<file path="config.mk">
export PLATFORM = sky130hd
export DESIGN_NAME = sensor_link_pairing_and_ack_unit
export DESIGN_NICKNAME = d
export VERILOG_FILES = /design/src/rtl/slpa_pkg.sv /design/src/rtl/slpa_csr.sv /design/src/rtl/slpa_core.sv /design/src/rtl/sensor_link_pairing_and_ack_unit.sv
export SDC_FILE = /design/constraint.sdc
export NUM_CORES = 1
export LEC_CHECK = 0
export ABC_AREA = 1
export BUFFER_PORTS_ARGS = -buffer_cell sky130_fd_sc_hd__clkbuf_2
export CAP_MARGIN = 10
export CORE_AREA = 2 2 127 129
export CTS_CLUSTER_SIZE = 25
export DETAILED_ROUTE_END_ITERATION = 12
export DIE_AREA = 0 0 129 131
export GPL_TIMING_DRIVEN = 0
export PLACE_DENSITY_LB_ADDON = 0.15
export SLEW_MARGIN = 20
export SYNTH_ARGS = -nofsm -noshare
export SYNTH_HDL_FRONTEND = slang
export SYNTH_HIERARCHICAL = 1
export SYNTH_SLANG_ARGS = --single-unit
</file>
<file path="constraint.sdc">
create_clock -name clock -period 5 [get_ports clock]
set_input_delay 0.25 -clock clock [delete_from_list [all_inputs] [get_ports clock]]
set_output_delay 0.25 -clock clock [all_outputs]
set_load 0.03 [all_outputs]
</file>
<file path="src/rtl/slpa_pkg.sv">
// ----------------------------------------------------------------------------
// slpa_pkg
// Shared types, opcodes and register codes of the sensor link pairing and
// acknowledge unit.
// ----------------------------------------------------------------------------
package slpa_pkg;

   // Radio packet opcodes.
   localparam logic [7:0] OP_DATA         = 8'h00;
   localparam logic [7:0] OP_PAIR_REQUEST = 8'h01;
   localparam logic [7:0] OP_DATA_ACK     = 8'h80;
   localparam logic [7:0] OP_PAIR_REPLY   = 8'h81;

   // Register reset values.
   localparam logic [7:0]  BASE_ID_RST     = 8'd0;
   localparam logic [15:0] CAL_PERIOD_RST  = 16'd1000;
   localparam logic [7:0]  RETRY_TICKS_RST = 8'd100;

   localparam int CSR_ADDR_W = 4;

   typedef enum logic [1:0] {
      MODE_TICK      = 2'd0,
      MODE_PACKET    = 2'd1,
      MODE_PAIR_ON   = 2'd2,
      MODE_PAIR_OFF  = 2'd3
   } mode_type;

   // Word index of each configuration register.
   typedef enum logic [1:0] {
      REG_BASE_ID     = 2'd0,
      REG_CAL_PERIOD  = 2'd1,
      REG_RETRY_TICKS = 2'd2,
      REG_UNUSED      = 2'd3
   } reg_index_type;

   typedef struct packed {
      logic [7:0]  base_id;
      logic [15:0] calibration_period;
      logic [7:0]  retry_ticks;
   } cfg_type;

   typedef struct packed {
      mode_type   mode;
      logic [7:0] rx_base_id;
      logic [7:0] rx_sensor_id;
      logic [7:0] rx_opcode;
      logic [7:0] rx_temperature;
      logic [7:0] rx_battery;
   } evt_type;

   typedef struct packed {
      logic       tx_valid;
      logic [7:0] tx_sensor_id;
      logic [7:0] tx_base_id;
      logic [7:0] tx_opcode;
      logic       recalibrate;
      logic       pairing_done;
      logic       reading_valid;
      logic [7:0] temperature;
      logic [7:0] battery;
      logic       pairing_active;
   } rslt_type;

endpackage

</file>
<file path="src/rtl/slpa_csr.sv">
// ----------------------------------------------------------------------------
// slpa_csr
// APB-style configuration registers: base id, recalibration period and
// pairing retry period.
// ----------------------------------------------------------------------------
module slpa_csr (
   input  logic                            clock,
   input  logic                            reset,
   input  logic                            psel,
   input  logic                            penable,
   input  logic                            pwrite,
   input  logic [slpa_pkg::CSR_ADDR_W-1:0] paddr,
   input  logic [31:0]                     pwdata,
   output logic [31:0]                     prdata,
   output logic                            pready,
   output slpa_pkg::cfg_type               cfg
);
   import slpa_pkg::*;

   cfg_type       cfg_ff;
   cfg_type       cfg_in;
   reg_index_type idx;
   logic          wr_en;

   assign pready = 1'b1;
   assign idx    = reg_index_type'(paddr[3:2]);
   assign wr_en  = psel && penable && pwrite;

   always_comb begin
      cfg_in = cfg_ff;
      if (wr_en) begin
         unique case (idx)
            REG_BASE_ID:     cfg_in.base_id            = pwdata[7:0];
            REG_CAL_PERIOD:  cfg_in.calibration_period = pwdata[15:0];
            REG_RETRY_TICKS: cfg_in.retry_ticks        = pwdata[7:0];
            default:         cfg_in = cfg_ff;
         endcase
      end
   end

   always_ff @(posedge clock) begin
      if (reset) begin
         cfg_ff.base_id            <= BASE_ID_RST;
         cfg_ff.calibration_period <= CAL_PERIOD_RST;
         cfg_ff.retry_ticks        <= RETRY_TICKS_RST;
      end else begin
         cfg_ff <= cfg_in;
      end
   end

   always_comb begin
      unique case (idx)
         REG_BASE_ID:     prdata = {24'd0, cfg_ff.base_id};
         REG_CAL_PERIOD:  prdata = {16'd0, cfg_ff.calibration_period};
         REG_RETRY_TICKS: prdata = {24'd0, cfg_ff.retry_ticks};
         default:         prdata = 32'd0;
      endcase
   end

   assign cfg = cfg_ff;

endmodule

</file>
<file path="src/rtl/slpa_core.sv">
// ----------------------------------------------------------------------------
// slpa_core
// Link state (pairing flag, retry timer, recalibration counter, paired id and
// last reading) and the single-pass event logic that updates it.
// ----------------------------------------------------------------------------
module slpa_core (
   input  logic               clock,
   input  logic               reset,
   input  slpa_pkg::evt_type  evt,
   input  logic               evt_fire,
   input  slpa_pkg::cfg_type  cfg,
   output slpa_pkg::rslt_type rslt
);
   import slpa_pkg::*;

   logic        pairing_on_ff, pairing_on_in;
   logic [7:0]  retry_timer_ff, retry_timer_in;
   logic [15:0] cal_counter_ff, cal_counter_in;
   logic [7:0]  sensor_id_ff, sensor_id_in;
   logic [7:0]  temperature_ff, temperature_in;
   logic [7:0]  battery_ff, battery_in;

   logic [16:0] cal_next;
   logic [7:0]  retry_dec;
   logic        base_match;
   logic        tx;
   logic [7:0]  tx_op;

   assign cal_next   = {1'b0, cal_counter_ff} + 17'd1;
   assign retry_dec  = retry_timer_ff - 8'd1;
   assign base_match = (evt.rx_base_id == cfg.base_id);

   always_comb begin
      pairing_on_in  = pairing_on_ff;
      retry_timer_in = retry_timer_ff;
      cal_counter_in = cal_counter_ff;
      sensor_id_in   = sensor_id_ff;
      temperature_in = temperature_ff;
      battery_in     = battery_ff;
      tx             = 1'b0;
      tx_op          = OP_DATA;
      rslt           = '0;

      unique case (evt.mode)
         MODE_TICK: begin
            // The counter carries one extra bit so a period of 65535 still wraps.
            if (cal_next > {1'b0, cfg.calibration_period}) begin
               cal_counter_in   = 16'd0;
               rslt.recalibrate = 1'b1;
            end else begin
               cal_counter_in = cal_next[15:0];
            end
            if (retry_timer_ff != 8'd0) begin
               if (retry_dec == 8'd0) begin
                  tx             = 1'b1;
                  tx_op          = OP_PAIR_REQUEST;
                  retry_timer_in = cfg.retry_ticks;
               end else begin
                  retry_timer_in = retry_dec;
               end
            end
         end
         MODE_PACKET: begin
            if (pairing_on_ff) begin
               if (base_match && evt.rx_opcode == OP_PAIR_REPLY) begin
                  sensor_id_in      = evt.rx_sensor_id;
                  rslt.pairing_done = 1'b1;
                  retry_timer_in    = 8'd0;
                  pairing_on_in     = 1'b0;
               end
            end else if (base_match && evt.rx_sensor_id == sensor_id_ff &&
                         evt.rx_opcode == OP_DATA) begin
               temperature_in     = evt.rx_temperature;
               battery_in         = evt.rx_battery;
               rslt.reading_valid = 1'b1;
               tx                 = 1'b1;
               tx_op              = OP_DATA_ACK;
            end
         end
         MODE_PAIR_ON: begin
            pairing_on_in  = 1'b1;
            tx             = 1'b1;
            tx_op          = OP_PAIR_REQUEST;
            retry_timer_in = cfg.retry_ticks;
         end
         default: begin
            pairing_on_in  = 1'b0;
            retry_timer_in = 8'd0;
         end
      endcase

      rslt.tx_valid       = tx;
      rslt.tx_sensor_id   = tx ? sensor_id_ff : 8'd0;
      rslt.tx_base_id     = tx ? cfg.base_id : 8'd0;
      rslt.tx_opcode      = tx ? tx_op : 8'd0;
      rslt.temperature    = temperature_in;
      rslt.battery        = battery_in;
      rslt.pairing_active = pairing_on_in;
   end

   always_ff @(posedge clock) begin
      if (reset) begin
         pairing_on_ff  <= 1'b0;
         retry_timer_ff <= 8'd0;
         cal_counter_ff <= 16'd0;
         sensor_id_ff   <= 8'd0;
         temperature_ff <= 8'd0;
         battery_ff     <= 8'd0;
      end else if (evt_fire) begin
         pairing_on_ff  <= pairing_on_in;
         retry_timer_ff <= retry_timer_in;
         cal_counter_ff <= cal_counter_in;
         sensor_id_ff   <= sensor_id_in;
         temperature_ff <= temperature_in;
         battery_ff     <= battery_in;
      end
   end

endmodule

</file>
<file path="src/rtl/sensor_link_pairing_and_ack_unit.sv">
// ----------------------------------------------------------------------------
// sensor_link_pairing_and_ack_unit
// Base-station side of a sensor radio link: pairing, data acknowledge and
// periodic radio recalibration requests.
// ----------------------------------------------------------------------------
// Usage:
// Events enter on the req_ channel (valid/ready): a tick, a received packet,
// pairing on or pairing off. Each accepted transaction yields exactly one
// result transaction on the rsp_ channel, carrying the packet to transmit
// (if any), the recalibration request, pairing and reading status.
// A transaction is captured in the input register on acceptance, processed
// against the link state as it moves on and placed in the result register,
// which raises rsp_valid. Throughput is one transaction per cycle while the
// receiver does not hold rsp_ready low; the link state is updated as each
// transaction moves from the input register to the result register, so
// consecutive transactions see each other's effects.
// When the receiver holds rsp_ready low, the result register keeps its
// value, the input register fills and req_ready then drops.
// Synchronous reset empties both registers and restores the link state
// and the csr_ registers to their defaults (base id 0, period 1000, retry
// 100). Configuration is meant to change only while the unit is idle.
// ----------------------------------------------------------------------------
module sensor_link_pairing_and_ack_unit (
   input  logic                            clock,
   input  logic                            reset,
   input  logic                            req_valid,
   output logic                            req_ready,
   input  logic [1:0]                      req_mode,
   input  logic [7:0]                      req_rx_base_id,
   input  logic [7:0]                      req_rx_sensor_id,
   input  logic [7:0]                      req_rx_opcode,
   input  logic [7:0]                      req_rx_temperature,
   input  logic [7:0]                      req_rx_battery,
   output logic                            rsp_valid,
   input  logic                            rsp_ready,
   output logic                            rsp_tx_valid,
   output logic [7:0]                      rsp_tx_sensor_id,
   output logic [7:0]                      rsp_tx_base_id,
   output logic [7:0]                      rsp_tx_opcode,
   output logic                            rsp_recalibrate,
   output logic                            rsp_pairing_done,
   output logic                            rsp_reading_valid,
   output logic [7:0]                      rsp_temperature,
   output logic [7:0]                      rsp_battery,
   output logic                            rsp_pairing_active,
   input  logic                            csr_psel,
   input  logic                            csr_penable,
   input  logic                            csr_pwrite,
   input  logic [slpa_pkg::CSR_ADDR_W-1:0] csr_paddr,
   input  logic [31:0]                     csr_pwdata,
   output logic [31:0]                     csr_prdata,
   output logic                            csr_pready
);
   import slpa_pkg::*;

   cfg_type  cfg;
   evt_type  evt_ff;
   evt_type  evt_in;
   logic     evt_valid_ff;
   logic     evt_valid_in;
   rslt_type rslt;
   rslt_type rslt_ff;
   logic     rsp_valid_ff;
   logic     rsp_valid_in;
   logic     advance;
   logic     req_fire;

   slpa_csr u_csr (
      .clock   (clock),
      .reset   (reset),
      .psel    (csr_psel),
      .penable (csr_penable),
      .pwrite  (csr_pwrite),
      .paddr   (csr_paddr),
      .pwdata  (csr_pwdata),
      .prdata  (csr_prdata),
      .pready  (csr_pready),
      .cfg     (cfg)
   );

   // The input register moves on whenever the result register is empty or
   // is being drained in this cycle.
   assign advance   = evt_valid_ff && (!rsp_valid_ff || rsp_ready);
   assign req_ready = !evt_valid_ff || advance;
   assign req_fire  = req_valid && req_ready;

   always_comb begin
      evt_in.mode           = mode_type'(req_mode);
      evt_in.rx_base_id     = req_rx_base_id;
      evt_in.rx_sensor_id   = req_rx_sensor_id;
      evt_in.rx_opcode      = req_rx_opcode;
      evt_in.rx_temperature = req_rx_temperature;
      evt_in.rx_battery     = req_rx_battery;
      evt_valid_in          = req_fire || (evt_valid_ff && !advance);
      rsp_valid_in          = advance || (rsp_valid_ff && !rsp_ready);
   end

   slpa_core u_core (
      .clock    (clock),
      .reset    (reset),
      .evt      (evt_ff),
      .evt_fire (advance),
      .cfg      (cfg),
      .rslt     (rslt)
   );

   always_ff @(posedge clock) begin
      if (reset) begin
         evt_valid_ff <= 1'b0;
         rsp_valid_ff <= 1'b0;
      end else begin
         evt_valid_ff <= evt_valid_in;
         rsp_valid_ff <= rsp_valid_in;
      end
      if (req_fire) begin
         evt_ff <= evt_in;
      end
      if (advance) begin
         rslt_ff <= rslt;
      end
   end

   assign rsp_valid          = rsp_valid_ff;
   assign rsp_tx_valid       = rslt_ff.tx_valid;
   assign rsp_tx_sensor_id   = rslt_ff.tx_sensor_id;
   assign rsp_tx_base_id     = rslt_ff.tx_base_id;
   assign rsp_tx_opcode      = rslt_ff.tx_opcode;
   assign rsp_recalibrate    = rslt_ff.recalibrate;
   assign rsp_pairing_done   = rslt_ff.pairing_done;
   assign rsp_reading_valid  = rslt_ff.reading_valid;
   assign rsp_temperature    = rslt_ff.temperature;
   assign rsp_battery        = rslt_ff.battery;
   assign rsp_pairing_active = rslt_ff.pairing_active;

   // A transmitted packet is either a pairing request or a data acknowledge.
   a_tx_opcode: assert property (@(posedge clock) disable iff (reset)
      rsp_valid && rsp_tx_valid |->
         (rsp_tx_opcode == OP_PAIR_REQUEST || rsp_tx_opcode == OP_DATA_ACK))
      else $error("transmit opcode is neither pairing request nor acknowledge");

   // No transmit packet means all packet bytes read zero.
   a_tx_idle_zero: assert property (@(posedge clock) disable iff (reset)
      rsp_valid && !rsp_tx_valid |->
         (rsp_tx_opcode == 8'd0 && rsp_tx_sensor_id == 8'd0 && rsp_tx_base_id == 8'd0))
      else $error("packet bytes nonzero without a transmit");

   // Completing pairing ends pairing mode and sends nothing.
   a_pair_done: assert property (@(posedge clock) disable iff (reset)
      rsp_valid && rsp_pairing_done |-> !rsp_pairing_active && !rsp_tx_valid)
      else $error("pairing completion left pairing active or sent a packet");

   // Each accepted reading is acknowledged in the same transaction.
   a_reading_ack: assert property (@(posedge clock) disable iff (reset)
      rsp_valid && rsp_reading_valid |->
         rsp_tx_valid && rsp_tx_opcode == OP_DATA_ACK && !rsp_pairing_active)
      else $error("reading accepted without a data acknowledge");

endmodule
</file>
======== Word-level counts from Yosys, hierarchy flattened ========
Cells that the tools add are included.
storage, ports and cells
  flip-flop bits (word level) ............. 170
  latch bits .............................. 0
  memory bits (writable) .................. 0
  memory bits (read-only) ................. 0
  input bits .............................. 85
  output and inout bits ................... 80
  logic and storage cells ................. 97
  memories ................................ 0
cells by class
  add/sub/neg operators ................... 2
  $mul .................................... 0
  div/mod/pow operators ................... 0
  order comparisons ....................... 1
  equal/unequal tests ..................... 10
  shifts and indexed selects .............. 0
  muxes and demuxes ....................... 28
  bitwise logic cells ..................... 0
  reductions and logical operators ........ 29
operator list
  kind                                                                      number
  8-bit two-way mux                                                         13
  16-bit one-hot mux with 3 select lines                                    1
  8-bit one-hot mux with 3 select lines                                     2
  16-bit by 1-bit adder with 17-bit output (second input constant)          1
  17-bit by 16-bit greater-than comparator with 1-bit output                1
  8-bit == test                                                             2
  8-bit zero test                                                           2
  16-bit two-way mux                                                        1
  2-bit AND reduction                                                       5
  1-bit logical AND                                                         9
  1-bit two-way mux                                                         9
  8-bit == test (second input constant)                                     1
  4-bit AND reduction                                                       2
  8-bit nonzero test                                                        1
  8-bit by 1-bit subtractor with 8-bit output (second input constant)       1
  2-bit by 1-bit inequality test with 1-bit output (second input constant)  3
  1-bit one-hot mux with 3 select lines                                     2
  2-bit by 1-bit == test with 1-bit output (second input constant)          2
  2-bit == test (second input constant)                                     2
  1-bit zero test                                                           4
  2-bit zero test                                                           2
  1-bit logical OR                                                          4

======== Longest topological paths before layout ========
  depth after elaboration ................. 6
  mapped depth ............................ 19

======== Modules after synthesis ========
The synthesis kept the hierarchy.
modules (own cells, without submodules)
  module                            times used  cells an instance  area an instance (µm²)
  slpa_core                         1           660                4180.3
  sensor_link_pairing_and_ack_unit  1           99                 2703.8
  slpa_csr                          1           259                1641.6

======== Worst setup path before layout ========
OpenSTA, ideal clock, no wires.
  path kind ............................... register to register
  start point ............................. reg rsp_valid_ff (netlist: rsp_valid)
  end point ............................... reg u_core.retry_timer_ff[3]
  arrival ................................. 3.934 ns
  setup slack ............................. 0.957 ns
  cell stages (with the launch flop) ...... 10
  buffers on the path ..................... 2
  clock period less this slack ............ 4.043 ns
  cell sequence ........................... dfxtp_1 -> a21oi_1 -> clkbuf_1 -> a21boi_1 -> nand3_1 -> buf_2 -> a21oi_1 -> nand2_1 -> nand2_1 -> inv_1
between the ends
  longest elaborated chain between the ends .. 4
RTL lines
  element                        line                                     source
  from (decl)                    sensor_link_pairing_and_ack_unit.sv:63   logic rsp_valid_ff;
  from (signal assigned)         sensor_link_pairing_and_ack_unit.sv:113  rsp_valid_ff <= rsp_valid_in;
  1-bit zero test                sensor_link_pairing_and_ack_unit.sv:83   assign advance = evt_valid_ff && (!rsp_valid_ff || rsp_ready);
  1-bit logical OR               sensor_link_pairing_and_ack_unit.sv:83
  1-bit logical AND              sensor_link_pairing_and_ack_unit.sv:83
  net advance                    sensor_link_pairing_and_ack_unit.sv:65   logic advance;
  4-bit AND reduction (no line)  --
  to (signal assigned)           slpa_core.sv:111                         retry_timer_ff <= retry_timer_in;
  to (decl)                      slpa_core.sv:17                          logic [7:0] retry_timer_ff, retry_timer_in;
The timed path passes the listed nets, and every way through them passes these cells.
A chain may end at the register's enable or synchronous reset.

======== Worst setup path after layout ========
  start point ............................. reg u_core.cal_counter_ff[0]
  end point ............................... reg rslt_ff (netlist bit rsp_recalibrate), data pin
between the ends
  longest elaborated chain between the ends .. 3
RTL lines
  element                                                     line                                     source
  from (decl)                                                 slpa_core.sv:18                          logic [15:0] cal_counter_ff, cal_counter_in;
  from (signal assigned)                                      slpa_core.sv:112                         cal_counter_ff <= cal_counter_in;
  16-bit by 1-bit adder with 17-bit output                    slpa_core.sv:29                          assign cal_next = {1'b0, cal_counter_ff} + 17'd1;
  17-bit by 16-bit greater-than comparator with 1-bit output  slpa_core.sv:47                          if (cal_next > {1'b0, cfg.calibration_period}) begin
  1-bit two-way mux                                           slpa_core.sv:47
  to (signal assigned)                                        sensor_link_pairing_and_ack_unit.sv:119  rslt_ff <= rslt;
  to (decl)                                                   sensor_link_pairing_and_ack_unit.sv:62   rslt_type rslt_ff;
No other way between the ends.

==> results.txt <==
RSZ-0062 raised after global routing -> no
DRT iter0 DRCs -> 395
Core Box Area -> 15,600 sq um
Final Hold Vio Count -> 0
Area after DPL -> 9603 sq um
Final #Nets -> 1,332
fin util -> 67.84%
H-tree Lvls -> 4
P_leak -> 4.992 nW
Boundary Pins -> 165
Die X -> 129 um
largest area contributor in the netlist -> edfxtp_1
Seq cells post-synth -> 170
number of distinct library cells after synthesis -> 44
DP Cell Count -> 1,386
Final TNS setup -> 0 ps
routed vias/inst -> 4.837
Post-DP HPWL -> 13,850 um
simple-gate share of the synthesized area -> 24.73%
largest net degree at the start of global routing -> 34
Slew headroom -> 56.38%
Pwr Total -> 3.285 mW
number of diodes -> 0
Fmax achieved -> 0.3155 GHz
combinational power share -> 11.9%
die height -> 131 um
endpoint class of the critical path -> register
Post-synth top flop -> edfxtp_1
Post-Synthesis Cells -> 1,018
largest family of logic cells by synthesized area -> simple AND/OR/NAND/NOR gates
Min-Delay Path Class -> primary input to register
row cnt -> 46
total CTS buffers -> 17
Bufs on Longest Clock Path -> 2
post-synthesis adder-cell area fraction -> 2.935%
Finished Layout Cells -> 1,456
synth top area cells -> edfxtp_1, dfxtp_1, nand2_1
clk sinks -> 170
ratio of cells with drive above 1 in the final layout -> 23.79%
CTS tree -> yes
vias in the first global route -> 6,624
Required @ worst endpoint -> 5170 ps
switching pwr -> 0.8271 mW
Syn Area/Cell -> 8.375 sq um
root buffer cell -> clkbuf_16
Net Sw Frac -> 25.18%
GR Overflow Total -> 0
CTS resizes -> 0
Post-synth EDFFs -> 87
Starting Density -> 54.66%
Setup CP Type -> register to register
Tmin final -> 3169 ps
Final Max Slew Viols -> 0
top cell type's share of synthesized area -> 30.64%
crit-path max FO -> 10
Worst-path clk slew -> 70 ps
Avg WL per Cell -> 13.16 um
Die Area -> 16,900 sq um
Setup WS pre-CTS -> 1864 ps
initial antenna violation count -> 0
Max VDD drop -> 0.2596 mV
status -> finished clean
Compound-Gate Fraction of Synth Area -> 7.837%
drt first pass iters -> 6
internal power -> 2.458 mW
GP Congestion -> 0.8852
multiplexer share of the synthesized area -> 0%
GRT Total Usage -> 23.61%
WHS -> 17.50 ps
Final ANT Viol Nets -> 0
DR DRC count -> 0
Clock Skew -> 11.71 ps
Synth Area in XOR/XNOR -> 2.466%
final worst path period share -> 63.39%
worst path arrival time -> 3340 ps
first-pass GRT wire length -> 31,220 um
crit path launch type -> register
asr flop ratio synth -> 0%
Worst-Margin Slew -> 654.3 ps
area grow syn2layout -> 24.11%
worst skew pair latency -> 420 ps
PD cells -> 310.5 nW/um^2
Seq/Total Area, Yosys -> 50.13%
max-cap viol count -> 0
# setup viols final -> 0
DR vias -> 7,043
Clock power frac -> 40.6%
fill count -> 1,318
design area -> 10,580 sq um
Sequential Power Share -> 47.4%
worst setup margin -> 1831 ps
Post-Synthesis Cell Area -> 8526 sq um
Port Buf Inserts -> 129
WL final -> 19,160 um
Synth Warn # -> 6
[registers in the layout, summed over array words and instances (netlist names)]
register               flops
u_core/battery_ff          8
rsp_recalibrate            1
u_core/cal_counter_ff     16
evt_ff                    42
rsp_temperature            8
u_core/retry_timer_ff      8
rsp_pairing_active         1
rsp_tx_base_id             8
rsp_reading_valid          1
rsp_tx_valid               1
rsp_tx_opcode              8
rsp_valid                  1
rsp_battery                8
u_core/pairing_on_ff       1
rsp_pairing_done           1
evt_valid_ff               1
u_core/temperature_ff      8
rsp_tx_sensor_id           8
u_csr/cfg                 32
u_core/sensor_id_ff        8
[layout make-up]
cell class	count	area [sq um]	share of cell area (%)
Buffer	55	372.9	3.524
Multi-Input combinational cell	645	3334	31.51
Clock buffer	18	429.2	4.056
Clock inverter	14	168.9	1.596
Sequential cell	170	4274	40.39
Inverter	168	630.6	5.960
Tap cell	216	270.3	2.554
Timing Repair Buffer	170	1101	10.41
[metal layers]
layer  vias up  global-route usage [%]  wire length [um]
li1       3616                       -                 -
met1      3205                   30.08              8689
met2       203                   40.59              9199
met3        19                   5.252              1001
met4         0                   6.905               272
met5         -                       0                 0
[critical path, stage by stage (launching register included)]
cell	delay, ps
dfxtp_1	500
ha_1	310
nand3_2	140
nor3_1	420
nand4_1	160
nand2_1	140
inv_1	50
ha_1	280
nand2_1	80
nor2_1	150
nand4_1	90
nor3_1	140
nand2_1	110
nand2_4	130
buf_6	160
nor3_1	50
[cells by family (layout without fill, tap and decap cells)]
group,after synthesis,after routing
buffers and inverters,223,425
AO/OA/AOI/OAI,106,106
XOR/XNOR,24,24
other,3,23
AND/OR/NAND/NOR,472,472
flip-flops,170,170
adder cells (fa/ha/maj),20,20
[power by group through the flow]
stage          registers [mW]  logic [mW]  clock network, mW
3_3_place_gp             1.59       0.351                  0
3_5_place_dp             1.59       0.364                  0
6_report                 1.56       0.392               1.33
5_1_grt                  1.57       0.436               1.41
2_1_floorplan            1.62       0.225                  0
4_1_cts                  1.56       0.390               1.36
[final timing paths]
path                                               from                    endpoint  slack (ps)  depth (start not counted)
setup reg to reg  u_core/cal_counter_ff[0]$_SDFFE_PP0P_   rsp_recalibrate$_DFFE_PP_        1830                         15
setup / recovery  u_core/cal_counter_ff[0]$_SDFFE_PP0P_   rsp_recalibrate$_DFFE_PP_        1830                         15
hold reg to reg              u_csr/cfg[15]$_SDFFE_PP1P_  u_csr/cfg[15]$_SDFFE_PP1P_         480                          2
hold / removal                        req_rx_battery[4]         evt_ff[4]$_DFFE_PP_          20                          1
[Yosys cell counts, types with 3 or more instances]
cell and number:
a21oi_2 15, buf_4 28, o21ai_2 16, buf_2 6, nand2_2 25, dfxtp_1 83
clkbuf_1 13, ha_1 20, inv_2 16, nor2_2 7, nor3_1 11, a21oi_1 46
nand3_2 6, o2111ai_1 3, inv_1 150, nand3_1 63, o21ai_0 21, buf_6 5
conb_1 3, xnor2_1 7, edfxtp_1 87, nand2_1 215, nor2_1 110, xor2_1 17
nand4_1 22
[timing repair]
action                                  CTS  global route
hold buffers                             37             1
hold endpoints to repair                 37             1
endpoints found under the setup margin    0             0
setup buffers                             0             0
[placed cells by master, fill, tap and decap left out, types with 23 or more instances in the layout]
master and n:
buf_4 28, conb_1 23, nand2_2 25, nand3_1 63, inv_1 149, dfxtp_1 83, nor2_1 110, a21oi_1 45
nand2_1 215, edfxtp_1 87, clkbuf_2 129, dlygate4sd3_1 38
(Power assumes the default switching activity.)
